File: src/rtl/drmt_pkg.sv
`default_nettype none
package drmt_pkg;

    localparam int MAX_RECTS  = 16;
    localparam int COORD_BITS = 16;
    localparam int IDX_W      = (MAX_RECTS > 1) ? $clog2(MAX_RECTS) : 1;
    localparam int CNT_W      = $clog2(MAX_RECTS + 1);
    localparam int DIFF_W     = COORD_BITS + 1;
    localparam int PROD_W     = 2 * DIFF_W;
    localparam int ACC_W      = PROD_W + 2;

    typedef logic signed [COORD_BITS-1:0] coord_t;
    typedef logic signed [DIFF_W-1:0]     diff_t;
    typedef logic signed [PROD_W-1:0]     prod_t;
    typedef logic signed [ACC_W-1:0]      acc_t;
    typedef logic [CNT_W-1:0]             cnt_t;
    typedef logic [IDX_W-1:0]             idx_t;

    localparam coord_t COORD_MAX = {1'b0, {(COORD_BITS-1){1'b1}}};
    localparam coord_t COORD_MIN = {1'b1, {(COORD_BITS-1){1'b0}}};

    typedef struct packed {
        coord_t l;
        coord_t t;
        coord_t r;
        coord_t b;
    } rect_t;

    typedef enum logic [1:0] {
        OP_CLEAR = 2'd0,
        OP_ADD   = 2'd1,
        OP_DUMP  = 2'd2
    } opcode_t;

    typedef enum logic [1:0] {
        AD_I,
        AD_N,
        AD_BEST
    } addr_sel_t;

    typedef enum logic [1:0] {
        WD_NR,
        WD_RD,
        WD_GROW
    } wd_sel_t;

    typedef enum logic [1:0] {
        MUL_MERGE,
        MUL_SELF,
        MUL_OVER
    } mul_sel_t;

    typedef enum logic [1:0] {
        ACC_HOLD,
        ACC_LOAD,
        ACC_SUB,
        ACC_ADDOV
    } acc_op_t;

    typedef enum logic [4:0] {
        ST_IDLE,
        ST_ADD_INIT,
        ST_SCAN,
        ST_MOVE,
        ST_APPEND,
        ST_FIN,
        ST_COST_D,
        ST_COST_M0,
        ST_COST_M1,
        ST_COST_M2,
        ST_COST_M3,
        ST_COST_CMP,
        ST_GROW,
        ST_CLEAN,
        ST_CMOVE,
        ST_EMIT_BOX,
        ST_DUMP
    } state_t;

    typedef struct packed {
        logic      load;
        logic      bbox_clr;
        logic      bbox_grow;
        logic      count_clr;
        logic      count_ld;
        logic      i_clr;
        logic      i_inc;
        logic      n_load;
        logic      n_dec;
        logic      n_inc;
        logic      found_set;
        logic      found_clr;
        addr_sel_t rd_sel;
        logic      wr_en;
        addr_sel_t wr_sel;
        wd_sel_t   wd_sel;
        logic      diff_ld;
        mul_sel_t  mul_sel;
        logic      prod_ld;
        acc_op_t   acc_op;
        logic      best_upd;
        logic      g_ld;
        logic      best_fix;
        logic      emit_box;
        logic      emit_entry;
    } cmd_t;

    typedef struct packed {
        logic i_lt_n;
        logic i_last;
        logic nr_in_e;
        logic e_in_nr;
        logic found;
        logic n_lt_max;
        logic clean_hit;
        logic dump_last;
        logic count_zero;
    } status_t;

    function automatic logic inside_f(rect_t a, rect_t b);
        return ($signed(a.l) >= $signed(b.l)) && ($signed(a.t) >= $signed(b.t)) &&
               ($signed(a.r) <= $signed(b.r)) && ($signed(a.b) <= $signed(b.b));
    endfunction

    function automatic coord_t min_f(coord_t a, coord_t b);
        return ($signed(a) < $signed(b)) ? a : b;
    endfunction

    function automatic coord_t max_f(coord_t a, coord_t b);
        return ($signed(a) > $signed(b)) ? a : b;
    endfunction

    function automatic diff_t sub_f(coord_t a, coord_t b);
        return diff_t'($signed(a)) - diff_t'($signed(b));
    endfunction

    function automatic rect_t grow_f(rect_t a, rect_t b);
        rect_t g;
        g.l = min_f(a.l, b.l);
        g.t = min_f(a.t, b.t);
        g.r = max_f(a.r, b.r);
        g.b = max_f(a.b, b.b);
        return g;
    endfunction

endpackage
`default_nettype wire

File: src/rtl/drmt_ctrl.sv
`default_nettype none
module drmt_ctrl (
    input  wire                  clk,
    input  wire                  rst_n,
    input  wire                  start,
    input  wire [1:0]            opcode,
    input  drmt_pkg::status_t    status,
    output drmt_pkg::cmd_t       cmd,
    output logic                 busy
);
    import drmt_pkg::*;

    state_t state_reg, state_next;

    always_ff @(posedge clk or negedge rst_n)
    begin
        if (!rst_n)
        begin
            state_reg <= ST_IDLE;
        end
        else
        begin
            state_reg <= state_next;
        end
    end

    always_comb
    begin
        cmd        = '0;
        cmd.rd_sel = AD_I;
        cmd.wr_sel = AD_I;
        cmd.wd_sel = WD_NR;
        cmd.mul_sel = MUL_MERGE;
        cmd.acc_op = ACC_HOLD;
        state_next = state_reg;
        busy       = (state_reg != ST_IDLE);
        case (state_reg)
            ST_IDLE:
            begin
                if (start)
                begin
                    cmd.load = 1'b1;
                    case (opcode)
                        OP_CLEAR:
                        begin
                            cmd.bbox_clr  = 1'b1;
                            cmd.count_clr = 1'b1;
                            state_next    = ST_EMIT_BOX;
                        end
                        OP_ADD:   state_next = ST_ADD_INIT;
                        OP_DUMP:
                        begin
                            cmd.i_clr  = 1'b1;
                            state_next = status.count_zero ? ST_EMIT_BOX : ST_DUMP;
                        end
                        default:  state_next = ST_EMIT_BOX;
                    endcase
                end
            end
            ST_ADD_INIT:
            begin
                cmd.bbox_grow = 1'b1;
                cmd.i_clr     = 1'b1;
                cmd.n_load    = 1'b1;
                cmd.found_clr = 1'b1;
                state_next    = ST_SCAN;
            end
            ST_SCAN:
            begin
                if (!status.i_lt_n)
                begin
                    if (status.found)
                    begin
                        cmd.count_ld = 1'b1;
                        state_next   = ST_EMIT_BOX;
                    end
                    else if (status.n_lt_max)
                    begin
                        state_next = ST_APPEND;
                    end
                    else
                    begin
                        cmd.i_clr  = 1'b1;
                        state_next = ST_COST_D;
                    end
                end
                else if (status.nr_in_e)
                begin
                    cmd.count_ld = 1'b1;
                    state_next   = ST_EMIT_BOX;
                end
                else if (status.e_in_nr)
                begin
                    if (status.found)
                    begin
                        cmd.n_dec  = 1'b1;
                        state_next = ST_MOVE;
                    end
                    else
                    begin
                        cmd.wr_en     = 1'b1;
                        cmd.found_set = 1'b1;
                        cmd.i_inc     = 1'b1;
                    end
                end
                else
                begin
                    cmd.i_inc = 1'b1;
                end
            end
            ST_MOVE:
            begin
                cmd.rd_sel = AD_N;
                cmd.wr_en  = 1'b1;
                cmd.wd_sel = WD_RD;
                state_next = ST_SCAN;
            end
            ST_APPEND:
            begin
                cmd.wr_en  = 1'b1;
                cmd.wr_sel = AD_N;
                cmd.n_inc  = 1'b1;
                state_next = ST_FIN;
            end
            ST_FIN:
            begin
                cmd.count_ld = 1'b1;
                state_next   = ST_EMIT_BOX;
            end
            ST_COST_D:
            begin
                cmd.diff_ld = 1'b1;
                state_next  = ST_COST_M0;
            end
            ST_COST_M0:
            begin
                cmd.mul_sel = MUL_MERGE;
                cmd.prod_ld = 1'b1;
                state_next  = ST_COST_M1;
            end
            ST_COST_M1:
            begin
                cmd.acc_op  = ACC_LOAD;
                cmd.mul_sel = MUL_SELF;
                cmd.prod_ld = 1'b1;
                state_next  = ST_COST_M2;
            end
            ST_COST_M2:
            begin
                cmd.acc_op  = ACC_SUB;
                cmd.mul_sel = MUL_OVER;
                cmd.prod_ld = 1'b1;
                state_next  = ST_COST_M3;
            end
            ST_COST_M3:
            begin
                cmd.acc_op = ACC_ADDOV;
                state_next = ST_COST_CMP;
            end
            ST_COST_CMP:
            begin
                cmd.best_upd = 1'b1;
                cmd.i_inc    = 1'b1;
                state_next   = status.i_last ? ST_GROW : ST_COST_D;
            end
            ST_GROW:
            begin
                cmd.rd_sel = AD_BEST;
                cmd.wr_sel = AD_BEST;
                cmd.wr_en  = 1'b1;
                cmd.wd_sel = WD_GROW;
                cmd.g_ld   = 1'b1;
                cmd.i_clr  = 1'b1;
                state_next = ST_CLEAN;
            end
            ST_CLEAN:
            begin
                if (!status.i_lt_n)
                begin
                    cmd.count_ld = 1'b1;
                    state_next   = ST_EMIT_BOX;
                end
                else if (status.clean_hit)
                begin
                    cmd.n_dec  = 1'b1;
                    state_next = ST_CMOVE;
                end
                else
                begin
                    cmd.i_inc = 1'b1;
                end
            end
            ST_CMOVE:
            begin
                cmd.rd_sel   = AD_N;
                cmd.wr_en    = 1'b1;
                cmd.wd_sel   = WD_RD;
                cmd.best_fix = 1'b1;
                state_next   = ST_CLEAN;
            end
            ST_EMIT_BOX:
            begin
                cmd.emit_box = 1'b1;
                state_next   = ST_IDLE;
            end
            ST_DUMP:
            begin
                cmd.emit_entry = 1'b1;
                cmd.i_inc      = 1'b1;
                if (status.dump_last)
                begin
                    state_next = ST_IDLE;
                end
            end
            default: state_next = ST_IDLE;
        endcase
    end

endmodule
`default_nettype wire

File: src/rtl/drmt_datapath.sv
`default_nettype none
module drmt_datapath (
    input  wire                  clk,
    input  wire                  rst_n,
    input  drmt_pkg::cmd_t       cmd,
    input  drmt_pkg::coord_t     rect_left,
    input  drmt_pkg::coord_t     rect_top,
    input  drmt_pkg::coord_t     rect_right,
    input  drmt_pkg::coord_t     rect_bottom,
    output drmt_pkg::status_t    status,
    output drmt_pkg::coord_t     out_left,
    output drmt_pkg::coord_t     out_top,
    output drmt_pkg::coord_t     out_right,
    output drmt_pkg::coord_t     out_bottom,
    output logic [4:0]           entry_count,
    output logic                 is_entry,
    output logic                 last,
    output logic                 result_valid
);
    import drmt_pkg::*;

    rect_t store_reg [MAX_RECTS];
    rect_t nr_reg, bbox_reg, bbox_next, g_reg;
    cnt_t  count_reg, i_reg, n_reg;
    idx_t  best_reg, best_next;
    logic  found_reg;
    diff_t mw_reg, mh_reg, sw_reg, sh_reg, ow_reg, oh_reg;
    logic  ov_reg;
    prod_t prod_reg, prod_next;
    acc_t  acc_reg, acc_next, best_cost_reg;
    rect_t out_reg;
    cnt_t  out_cnt_reg;
    logic  out_ent_reg, out_last_reg, valid_reg;

    idx_t  rd_addr, wr_addr;
    rect_t rd, wd, grown;
    diff_t ma, mb;

    function automatic idx_t addr_f(addr_sel_t s, cnt_t i, cnt_t n, idx_t best);
        case (s)
            AD_I:    return i[IDX_W-1:0];
            AD_N:    return n[IDX_W-1:0];
            AD_BEST: return best;
            default: return i[IDX_W-1:0];
        endcase
    endfunction

    assign rd_addr = addr_f(cmd.rd_sel, i_reg, n_reg, best_reg);
    assign wr_addr = addr_f(cmd.wr_sel, i_reg, n_reg, best_reg);
    assign rd      = store_reg[rd_addr];
    assign grown   = grow_f(nr_reg, rd);

    always_comb
    begin
        case (cmd.wd_sel)
            WD_NR:   wd = nr_reg;
            WD_RD:   wd = rd;
            WD_GROW: wd = grown;
            default: wd = nr_reg;
        endcase
    end

    always_ff @(posedge clk)
    begin
        if (cmd.wr_en)
        begin
            store_reg[wr_addr] <= wd;
        end
    end

    // status
    assign status.i_lt_n     = (i_reg < n_reg);
    assign status.i_last     = (i_reg == n_reg - cnt_t'(1));
    assign status.nr_in_e    = inside_f(nr_reg, rd);
    assign status.e_in_nr    = inside_f(rd, nr_reg);
    assign status.found      = found_reg;
    assign status.n_lt_max   = (n_reg < cnt_t'(MAX_RECTS));
    assign status.clean_hit  = (i_reg[IDX_W-1:0] != best_reg) && inside_f(rd, g_reg);
    assign status.dump_last  = (i_reg == count_reg - cnt_t'(1));
    assign status.count_zero = (count_reg == '0);

    always_comb
    begin
        bbox_next = bbox_reg;
        if (cmd.bbox_clr)
        begin
            bbox_next = '{l: COORD_MAX, t: COORD_MAX, r: COORD_MIN, b: COORD_MIN};
        end
        else if (cmd.bbox_grow)
        begin
            bbox_next = grow_f(nr_reg, bbox_reg);
        end
    end

    // one shared multiplier, operands picked per cost step
    always_comb
    begin
        case (cmd.mul_sel)
            MUL_MERGE:
            begin
                ma = mw_reg;
                mb = mh_reg;
            end
            MUL_SELF:
            begin
                ma = sw_reg;
                mb = sh_reg;
            end
            MUL_OVER:
            begin
                ma = ow_reg;
                mb = oh_reg;
            end
            default:
            begin
                ma = mw_reg;
                mb = mh_reg;
            end
        endcase
        prod_next = prod_t'(ma) * prod_t'(mb);
    end

    always_comb
    begin
        case (cmd.acc_op)
            ACC_LOAD:  acc_next = acc_t'(prod_reg);
            ACC_SUB:   acc_next = acc_reg - acc_t'(prod_reg);
            ACC_ADDOV: acc_next = ov_reg ? acc_reg + acc_t'(prod_reg) : acc_reg;
            default:   acc_next = acc_reg;
        endcase
    end

    always_comb
    begin
        best_next = best_reg;
        if (cmd.best_upd && ((i_reg == '0) || (acc_reg < best_cost_reg)))
        begin
            best_next = i_reg[IDX_W-1:0];
        end
        else if (cmd.best_fix && (n_reg[IDX_W-1:0] == best_reg))
        begin
            best_next = i_reg[IDX_W-1:0];
        end
    end

    always_ff @(posedge clk or negedge rst_n)
    begin
        if (!rst_n)
        begin
            count_reg <= '0;
            bbox_reg  <= '{l: COORD_MAX, t: COORD_MAX, r: COORD_MIN, b: COORD_MIN};
            valid_reg <= 1'b0;
        end
        else
        begin
            bbox_reg  <= bbox_next;
            valid_reg <= cmd.emit_box | cmd.emit_entry;
            if (cmd.count_clr)
            begin
                count_reg <= '0;
            end
            else if (cmd.count_ld)
            begin
                count_reg <= n_reg;
            end
        end
    end

    always_ff @(posedge clk)
    begin
        if (cmd.load)
        begin
            nr_reg <= '{l: rect_left, t: rect_top, r: rect_right, b: rect_bottom};
        end
        if (cmd.i_clr)
        begin
            i_reg <= '0;
        end
        else if (cmd.i_inc)
        begin
            i_reg <= i_reg + cnt_t'(1);
        end
        if (cmd.n_load)
        begin
            n_reg <= count_reg;
        end
        else if (cmd.n_dec)
        begin
            n_reg <= n_reg - cnt_t'(1);
        end
        else if (cmd.n_inc)
        begin
            n_reg <= n_reg + cnt_t'(1);
        end
        if (cmd.found_clr)
        begin
            found_reg <= 1'b0;
        end
        else if (cmd.found_set)
        begin
            found_reg <= 1'b1;
        end
        if (cmd.diff_ld)
        begin
            mw_reg <= sub_f(max_f(nr_reg.r, rd.r), min_f(nr_reg.l, rd.l));
            mh_reg <= sub_f(max_f(nr_reg.b, rd.b), min_f(nr_reg.t, rd.t));
            sw_reg <= sub_f(rd.r, rd.l);
            sh_reg <= sub_f(rd.b, rd.t);
            ow_reg <= sub_f(min_f(nr_reg.r, rd.r), max_f(nr_reg.l, rd.l));
            oh_reg <= sub_f(min_f(nr_reg.b, rd.b), max_f(nr_reg.t, rd.t));
            ov_reg <= ($signed(nr_reg.r) > $signed(rd.l)) && ($signed(nr_reg.l) < $signed(rd.r)) &&
                      ($signed(nr_reg.b) > $signed(rd.t)) && ($signed(nr_reg.t) < $signed(rd.b));
        end
        if (cmd.prod_ld)
        begin
            prod_reg <= prod_next;
        end
        acc_reg  <= acc_next;
        best_reg <= best_next;
        if (cmd.best_upd && ((i_reg == '0) || (acc_reg < best_cost_reg)))
        begin
            best_cost_reg <= acc_reg;
        end
        if (cmd.g_ld)
        begin
            g_reg <= grown;
        end
        if (cmd.emit_box)
        begin
            out_reg      <= bbox_reg;
            out_cnt_reg  <= count_reg;
            out_ent_reg  <= 1'b0;
            out_last_reg <= 1'b1;
        end
        else if (cmd.emit_entry)
        begin
            out_reg      <= rd;
            out_cnt_reg  <= count_reg;
            out_ent_reg  <= 1'b1;
            out_last_reg <= status.dump_last;
        end
    end

    assign out_left     = out_reg.l;
    assign out_top      = out_reg.t;
    assign out_right    = out_reg.r;
    assign out_bottom   = out_reg.b;
    assign entry_count  = 5'(out_cnt_reg);
    assign is_entry     = out_ent_reg;
    assign last         = out_last_reg;
    assign result_valid = valid_reg;

endmodule
`default_nettype wire

File: src/rtl/dirty_rect_merge_tracker.sv
`default_nettype none
// Dirty-rectangle tracker: a command is taken when start is high and busy low, and every
// result appears for one cycle with result_valid high; the receiver cannot stall, so take
// each beat as it comes. Clear and unknown opcodes give one bounding-box beat through
// ST_EMIT_BOX and the output register. Add walks the stored list one entry a cycle, save
// where a removal moves the last entry into the freed slot, then, when the list is full,
// works out each entry's merge cost in ST_COST_D, ST_COST_M0..M3 and ST_COST_CMP through
// one shared multiplier, grows the cheapest entry and rescans once more to remove the
// entries inside it. Dump streams one entry beat per cycle, the final one flagged by
// last; with an empty list it gives the bounding-box beat instead.
module dirty_rect_merge_tracker (
    input  wire                clk,
    input  wire                rst_n,
    input  wire                start,
    output logic               busy,
    input  wire  [1:0]         opcode,
    input  drmt_pkg::coord_t   rect_left,
    input  drmt_pkg::coord_t   rect_top,
    input  drmt_pkg::coord_t   rect_right,
    input  drmt_pkg::coord_t   rect_bottom,
    output drmt_pkg::coord_t   out_left,
    output drmt_pkg::coord_t   out_top,
    output drmt_pkg::coord_t   out_right,
    output drmt_pkg::coord_t   out_bottom,
    output logic [4:0]         entry_count,
    output logic               is_entry,
    output logic               last,
    output logic               result_valid
);
    import drmt_pkg::*;

    // command and status between sequencer and datapath
    cmd_t    cmd;
    status_t status;

    drmt_ctrl u_ctrl (
        .clk    (clk),
        .rst_n  (rst_n),
        .start  (start),
        .opcode (opcode),
        .status (status),
        .cmd    (cmd),
        .busy   (busy)
    );

    // store, counters, cost unit and output register
    drmt_datapath u_dp (
        .clk          (clk),
        .rst_n        (rst_n),
        .cmd          (cmd),
        .rect_left    (rect_left),
        .rect_top     (rect_top),
        .rect_right   (rect_right),
        .rect_bottom  (rect_bottom),
        .status       (status),
        .out_left     (out_left),
        .out_top      (out_top),
        .out_right    (out_right),
        .out_bottom   (out_bottom),
        .entry_count  (entry_count),
        .is_entry     (is_entry),
        .last         (last),
        .result_valid (result_valid)
    );

    // an accepted command always raises busy in the cycle after it is taken
    a_accept_busy: assert property (@(posedge clk) disable iff (!rst_n)
        (start && !busy) |=> busy)
        else $error("busy not raised after accept");

    // a bounding-box beat is always the only beat of its command
    a_box_last: assert property (@(posedge clk) disable iff (!rst_n)
        (result_valid && !is_entry) |-> last)
        else $error("bounding box beat without last");

    // an entry beat only comes from a non-empty list
    a_entry_count: assert property (@(posedge clk) disable iff (!rst_n)
        (result_valid && is_entry) |-> (entry_count != 5'd0))
        else $error("entry beat with empty list");

    // no beat while a new command could be taken in the same cycle it was launched
    a_no_accept_on_launch: assert property (@(posedge clk) disable iff (!rst_n)
        (cmd.emit_box || cmd.emit_entry) |-> busy)
        else $error("emit while idle");

endmodule
`default_nettype wire
File: config.mk
export PLATFORM = sky130hd
export DESIGN_NAME = dirty_rect_merge_tracker
export DESIGN_NICKNAME = d
export VERILOG_FILES = /design/src/rtl/drmt_pkg.sv /design/src/rtl/drmt_ctrl.sv /design/src/rtl/drmt_datapath.sv /design/src/rtl/dirty_rect_merge_tracker.sv
export SDC_FILE = /design/constraint.sdc
export NUM_CORES = 2
export LEC_CHECK = 0
export CELL_PAD_IN_SITES_DETAIL_PLACEMENT = 2
export CELL_PAD_IN_SITES_GLOBAL_PLACEMENT = 2
export CORE_MARGIN = 4
export CORE_UTILIZATION = 35
export DETAILED_ROUTE_END_ITERATION = 12
export DONT_BUFFER_PORTS = 1
export PLACE_DENSITY = 0.62
export SYNTH_ARGS = -nofsm -noshare
export SYNTH_HDL_FRONTEND = slang
export SYNTH_SLANG_ARGS = --single-unit
File: constraint.sdc
create_clock -name clk -period 14.12 [get_ports clk]
set_clock_uncertainty 0.1 [all_clocks]
set_input_delay 2.824 -clock clk [delete_from_list [all_inputs] [get_ports clk]]
set_output_delay 2.824 -clock clk [all_outputs]
set_load 0.01 [all_outputs]
Word level (Yosys, flattened, before mapping) --
Memory sizes are Yosys's and may differ from the RTL's. Index checks and enable logic that the tools add are counted.
Cells by class: reduce and logical (&&, ||, !) cells 43, $mul 1, muxes and demuxes 94, $lt $le $gt $ge 31, $add $sub $neg 12, eq/ne operators 37, bitwise operators 1
Operator list (count):
- $mux W64 | 4
- $mux W16 | 12
- $gt A16 B16 Y1 | 8
- $lt A16 B16 Y1 | 8
- $pmux W64 S2 | 1
- $pmux W36 S3 | 1
- $sub A16 B16 Y17 | 6
- $ge A16 B16 Y1 | 6
- $le A16 B16 Y1 | 6
- $mux W5 | 16
- $pmux W5 S14 | 1
- $pmux W17 S2 | 2
- $eq A5 B4 Y1 const B | 8
- $mux W1 | 37
- $add A36 B34 Y36 | 1
- $lt A36 B36 Y1 | 1
- $mux W36 | 1
- $sub A36 B34 Y36 | 1
- $mul A17 B17 Y34 | 1
- $eq A5 B3 Y1 const B | 4
- $mux W4 | 4
- $pmux W4 S2 | 2
- $reduce_bool A2 Y1 | 8
- $logic_and A1 B1 Y1 | 15
- 34 further kinds | 65
Word-level totals: memories 1, word-level logic and storage cells 256, bits in writable memories 1024, flip-flop bits (word level) 498, output and inout port bits 73
Memories:
- u_dp.store_reg | depth 16, bits a word 64, rd ports 1, clocked after memory_dff 0, wr ports 1, line drmt_datapath.sv:22 | rect_t store_reg [MAX_RECTS];

Logic depth before layout (Yosys ltp) --
An unclocked memory read counts as a cell.
depth in word-level cells 16, gate-level depth with buffers 41, depth with buffers taken out 35

Modules after synthesis --
From an unflattened synthesis, not the netlist that was laid out.
Second synthesis, totals: cells, all modules 6426, area total of the unflattened synthesis 84972.7 um2
By module, submodules not included:
- drmt_datapath | times used 1, cells each 6294, area an instance 84080.6 um2, sequential area each 45163.3 um2
- drmt_ctrl | times used 1, cells each 132, area an instance 892.1 um2, sequential area each 125.1 um2

Worst setup path before layout --
No wires, ideal clock.
path type register to register, start reg u_ctrl.state_reg[3], end mem u_dp.store_reg[10][0] (netlist bit), enable pin, cell stages (with the launch flop) 25, path buffers 5, slack 4.015 ns, arrival time 9.519 ns, path through dfrtp_1 clkbuf_1 clkbuf_1 nand3_1 inv_1 ha_1 a221oi_2 a21oi_2 buf_4 buf_6 buf_2 mux4_2 a211oi_1 a21oi_1 inv_1 ha_1 nand2_1 or4_4 a31oi_2 a311oi_1 o22ai_2 o311ai_2 o311ai_2 nand3_1 nor2_1
On the way: word-level cells in the longest chain between the ends 16, elaborated cells between the ends (all ways) 36, those cells by class order compare: 8; eq/ne: 9; mux: 10; reduce/logical: 8; memory: 1
RTL lines:
- from (decl) | line drmt_ctrl.sv:13 | state_t state_reg, state_next;
- from (signal assigned) | line drmt_ctrl.sv:23 | state_reg <= state_next;
- $eq A5 B2 Y1 / $eq A5 B4 Y1 (equally long branches) | line drmt_ctrl.sv:37 | case (state_reg)
- $reduce_or A2 Y1 (no source line)
- $pmux W2 S2 | line drmt_ctrl.sv:37
- $eq A2 B2 Y1 / $eq A2 B1 Y1 (equally long branches) | line drmt_datapath.sv:40 | case (s)
- $pmux W4 S2 | line drmt_datapath.sv:40
- $mem_v2 Z16 W64
- $ge A16 B16 Y1 | line drmt_pkg.sv:121 | return ($signed(a.l) >= $signed(b.l)) && ($signed(a.t) >= $signed(b.t)) &&
- $logic_and A1 B1 Y1 (2 in a row) | line drmt_pkg.sv:121
- $logic_and A1 B1 Y1 | line drmt_pkg.sv:122 | ($signed(a.r) <= $signed(b.r)) && ($signed(a.b) <= $signed(b.b));
- $mux W1 | line drmt_ctrl.sv:92 | else if (status.e_in_nr)
- $mux W1 | line drmt_ctrl.sv:87 | else if (status.nr_in_e)
- $mux W1 | line drmt_ctrl.sv:70 | if (!status.i_lt_n)
- $pmux W1 S2 | line drmt_ctrl.sv:37
- $mux W1 | line drmt_datapath.sv:65 | if (cmd.wr_en)
- $mux W1 (not written as such) | line drmt_datapath.sv:67 | store_reg[wr_addr] <= wd;
- to (decl) | line drmt_datapath.sv:22
Several ways; a longest one is shown, not always the timed one.

==> run_results.csv <==
group,metric,value,unit
outcome,run_status,"finished, final reports clean",
die,die_w,500.6,um
synthesis,synth_seq_cells,1522,
synthesis,synth_fa_ha_area_share,14.89,%
die,ios,142,
clocking,cts_root_buf,"clkbuf_16",
sta,rsz0062_at_grt,"false",
synthesis,async_flop_share,4.928,%
die,die-area,250600,sq um
die,initial_core_util,35.25,%
placement,hpwlAfterDp,220400,um
clocking,cts_made_buffers,175,
worst_hold_path,holdCritPathClass,"reg -> reg",
clocking,post_cts_resized,0,
clocking,htree_levels,4,
die,core,241000,sq um
synthesis,synth.mux.area_fraction,8.315,%
sta,period_needed,11.99,ns
setup_path,r2r_start,"u_ctrl.state_reg[0]",
sta,setup_viol,0,
synthesis,synth_warnings,0,
route,drt_iter0_markers,4919,
setup_path,required,14.62,ns
clocking,holdBufCountCts,0,
sta,max_freq,83.38,MHz
global_routing,grt_max_degree,87,
synthesis,synthesis.area,84940,sq um
setup_path,critPathBufInv,6,
synthesis,synth-compound-area-share,9.308,%
setup_path,end_kind,"flip-flop",
clocking,insertion_delay,0.88,ns
route,vias_per_cell,5.614,
setup_path,critPathKind,"reg -> reg",
setup_path,start_kind,"flip-flop",
setup_path,crit_fanout,81,
route,vias,56077,
clocking,clk_pin_slew_worst_paths,0.06,ns
route,drt-pass1-iter-count,7,
clocking,cts_tree,"yes",
synthesis,synth-xor-area-share,1.918,%
synthesis,synth_simple_gate_area_share,7.705,%
sta,slew_violations,0,
setup_path,cp_slowest_cell,"buf_4",
setup_path,cp_common_cell,"o21ai_0",
cells_and_area,drive_above_1_share,11.70,%
setup_path,arrival,12.49,ns
placement,place.gp.congestion,0.9300,
synthesis,synth_cells,6557,
placement,io_buffers,0,
global_routing,grt-ovfl-total,0,
route,drc,0,
sta,final_hold_viol_count,0,
synthesis,yosysSeqAreaShare,53.32,%
sta,relSlewSlack,7.902,%
cells_and_area,nNetsFinal,7549,
cells_and_area,layout_common_cells,"edfxtp_1, inv_1, nand2_1, ha_1, nor2_1",
cells_and_area,syn_to_final_growth,12.09,%
global_routing,grt_pass1_wl,444100,um
route,wirelength,306400,um
global_routing,grt_antenna_before_repair,12,
setup_path,max_stage_delay,0.67,ns
synthesis,synth_ff_type,"edfxtp_1",
die,rows,180,
setup_path,path_delay_family,"compound AO/OA/AOI/OAI gates",
clocking,post_cts_buffers,0,
setup_path,startpoint,"u_ctrl.state_reg[0]",
clocking,clock-sinks,1522,
sta,setup_tns,0,ns
global_routing,grt_pass1_vias,61608,
sta,tightestPinTransition,1.381,ns
route,ant_nets,0,
job,drv_cap,0,
cells_and_area,final_common_cell,"edfxtp_1",
sta,post-route-period-util,84.94,%
clocking,clockBufferDepth,3,
synthesis,synth.distinct_cells,92,
die,die_h,500.6,um
worst_hold_path,worstHoldStart,"u_dp.acc_reg[0]",
synthesis,synth_area_per_cell,12.95,sq um
global_routing,grtUsageTotal,24.21,%
synthesis,synth_top_family_by_area,"adder cells",
synthesis,synth_nets,7454,
route,wl_per_cell,30.67,um
synthesis,synth_edf_count,1439,
cells_and_area,largest_register_ffs,1024,
## final cells by class
| cell class | instances | area (sq um) |
|---|---|---|
| Inverter | 736 | 2763 |
| Timing Repair Buffer | 167 | 1354 |
| Multi-Input combinational cell | 4050 | 36110 |
| Clock inverter | 106 | 1124 |
| Tap cell | 3185 | 3985 |
| Clock buffer | 213 | 4573 |
| Sequential cell | 1522 | 45290 |
| Fill cell | 24403 | 145800 |
| Antenna cell | 9 | 22.52 |
## final timing paths
check / to / slack [ns] / cells past startpoint
max: u_dp.mh_reg[14] / 2.13 / 33
min: u_dp.best_cost_reg[0] / 0.40 / 0
max reg2reg: u_dp.mh_reg[14] / 2.13 / 33
min reg2reg: u_dp.best_cost_reg[0] / 0.40 / 0
max in group asynchronous: u_dp.bbox_reg[15] / 11.96 / 0
min in group asynchronous: u_dp.bbox_reg[63] / 1.57 / 0
## synthesized netlist by cell type, types with 43 or more instances
cell type / count / share of area (%)
mux4_2: 257 / 6.8
inv_1: 734 / 3.2
dfrtp_1: 43 / 1.3
o211ai_1: 45 / 0.40
nor3_1: 54 / 0.32
ha_1: 525 / 7.7
mux2i_1: 124 / 1.5
nor2_1: 404 / 1.8
nand2_1: 568 / 2.5
a222oi_1: 61 / 0.72
a211oi_1: 86 / 0.76
a21oi_1: 268 / 1.6
xor2_1: 58 / 0.60
o21ai_0: 297 / 1.7
nand3_1: 101 / 0.60
xnor2_1: 128 / 1.3
nand2b_1: 47 / 0.35
nor2b_1: 123 / 0.91
a21o_1: 108 / 0.95
clkbuf_1: 163 / 0.72
fa_1: 303 / 7.1
edfxtp_1: 1439 / 51
o21a_1: 66 / 0.58
## layer usage
metal / share of wire [%] / vias to the layer above / track usage, %
li1: - / 24198 / -
met5: 0.0088 / - / 0
met1: 43 / 30030 / 31.85
met2: 49 / 1414 / 41.17
met4: 3.7 / 4 / 8.528
met3: 4.3 / 431 / 3.077
## cell families (layout without fill, tap and decap cells)
logic type / Yosys count / count (layout)
other: 0 / 9
AO/OA/AOI/OAI: 1206 / 1206
flip-flops: 1522 / 1522
adder cells (fa/ha/maj): 829 / 829
multiplexers: 383 / 383
XOR/XNOR: 186 / 186
AND/OR/NAND/NOR: 1446 / 1446
buffers and inverters: 985 / 1222
## worst reg2reg max path: cells and delay by family, from the launching register on
| kind | cells | cell delay [ns] |
|---|---|---|
| and+or+nand+nor | 7 | 1.70 |
| DFF | 1 | 0.59 |
| adders and majority gates | 3 | 1.13 |
| muxes | 1 | 0.36 |
| buffers and inverters | 6 | 2.74 |
| AOI/OAI and AO/OA | 16 | 5.12 |
## through the flow
| step | hold WS (ns) | worst slack (ns) | cell area (sq um) | util [%] | instances |
|---|---|---|---|---|---|
| after global placement | 0.3675 | 2.710 | 89500 | 37.14 | 9660 |
| after global routing | 0.4120 | 1.406 | 95210 | 39.51 | 9986 |
| after floorplan | 0.3314 | 4.015 | 84940 | - | 6557 |
| final | 0.3992 | 2.126 | 95220 | 39.51 | 9988 |
| after CTS | 0.4010 | 2.189 | 95190 | 39.50 | 9979 |
| after detailed placement | 0.3686 | 2.291 | 89500 | 37.14 | 9660 |
Power is left out: the tool's default activity adds up to more than one toggle a clock period on the data nets, which glitch-free logic cannot reach.
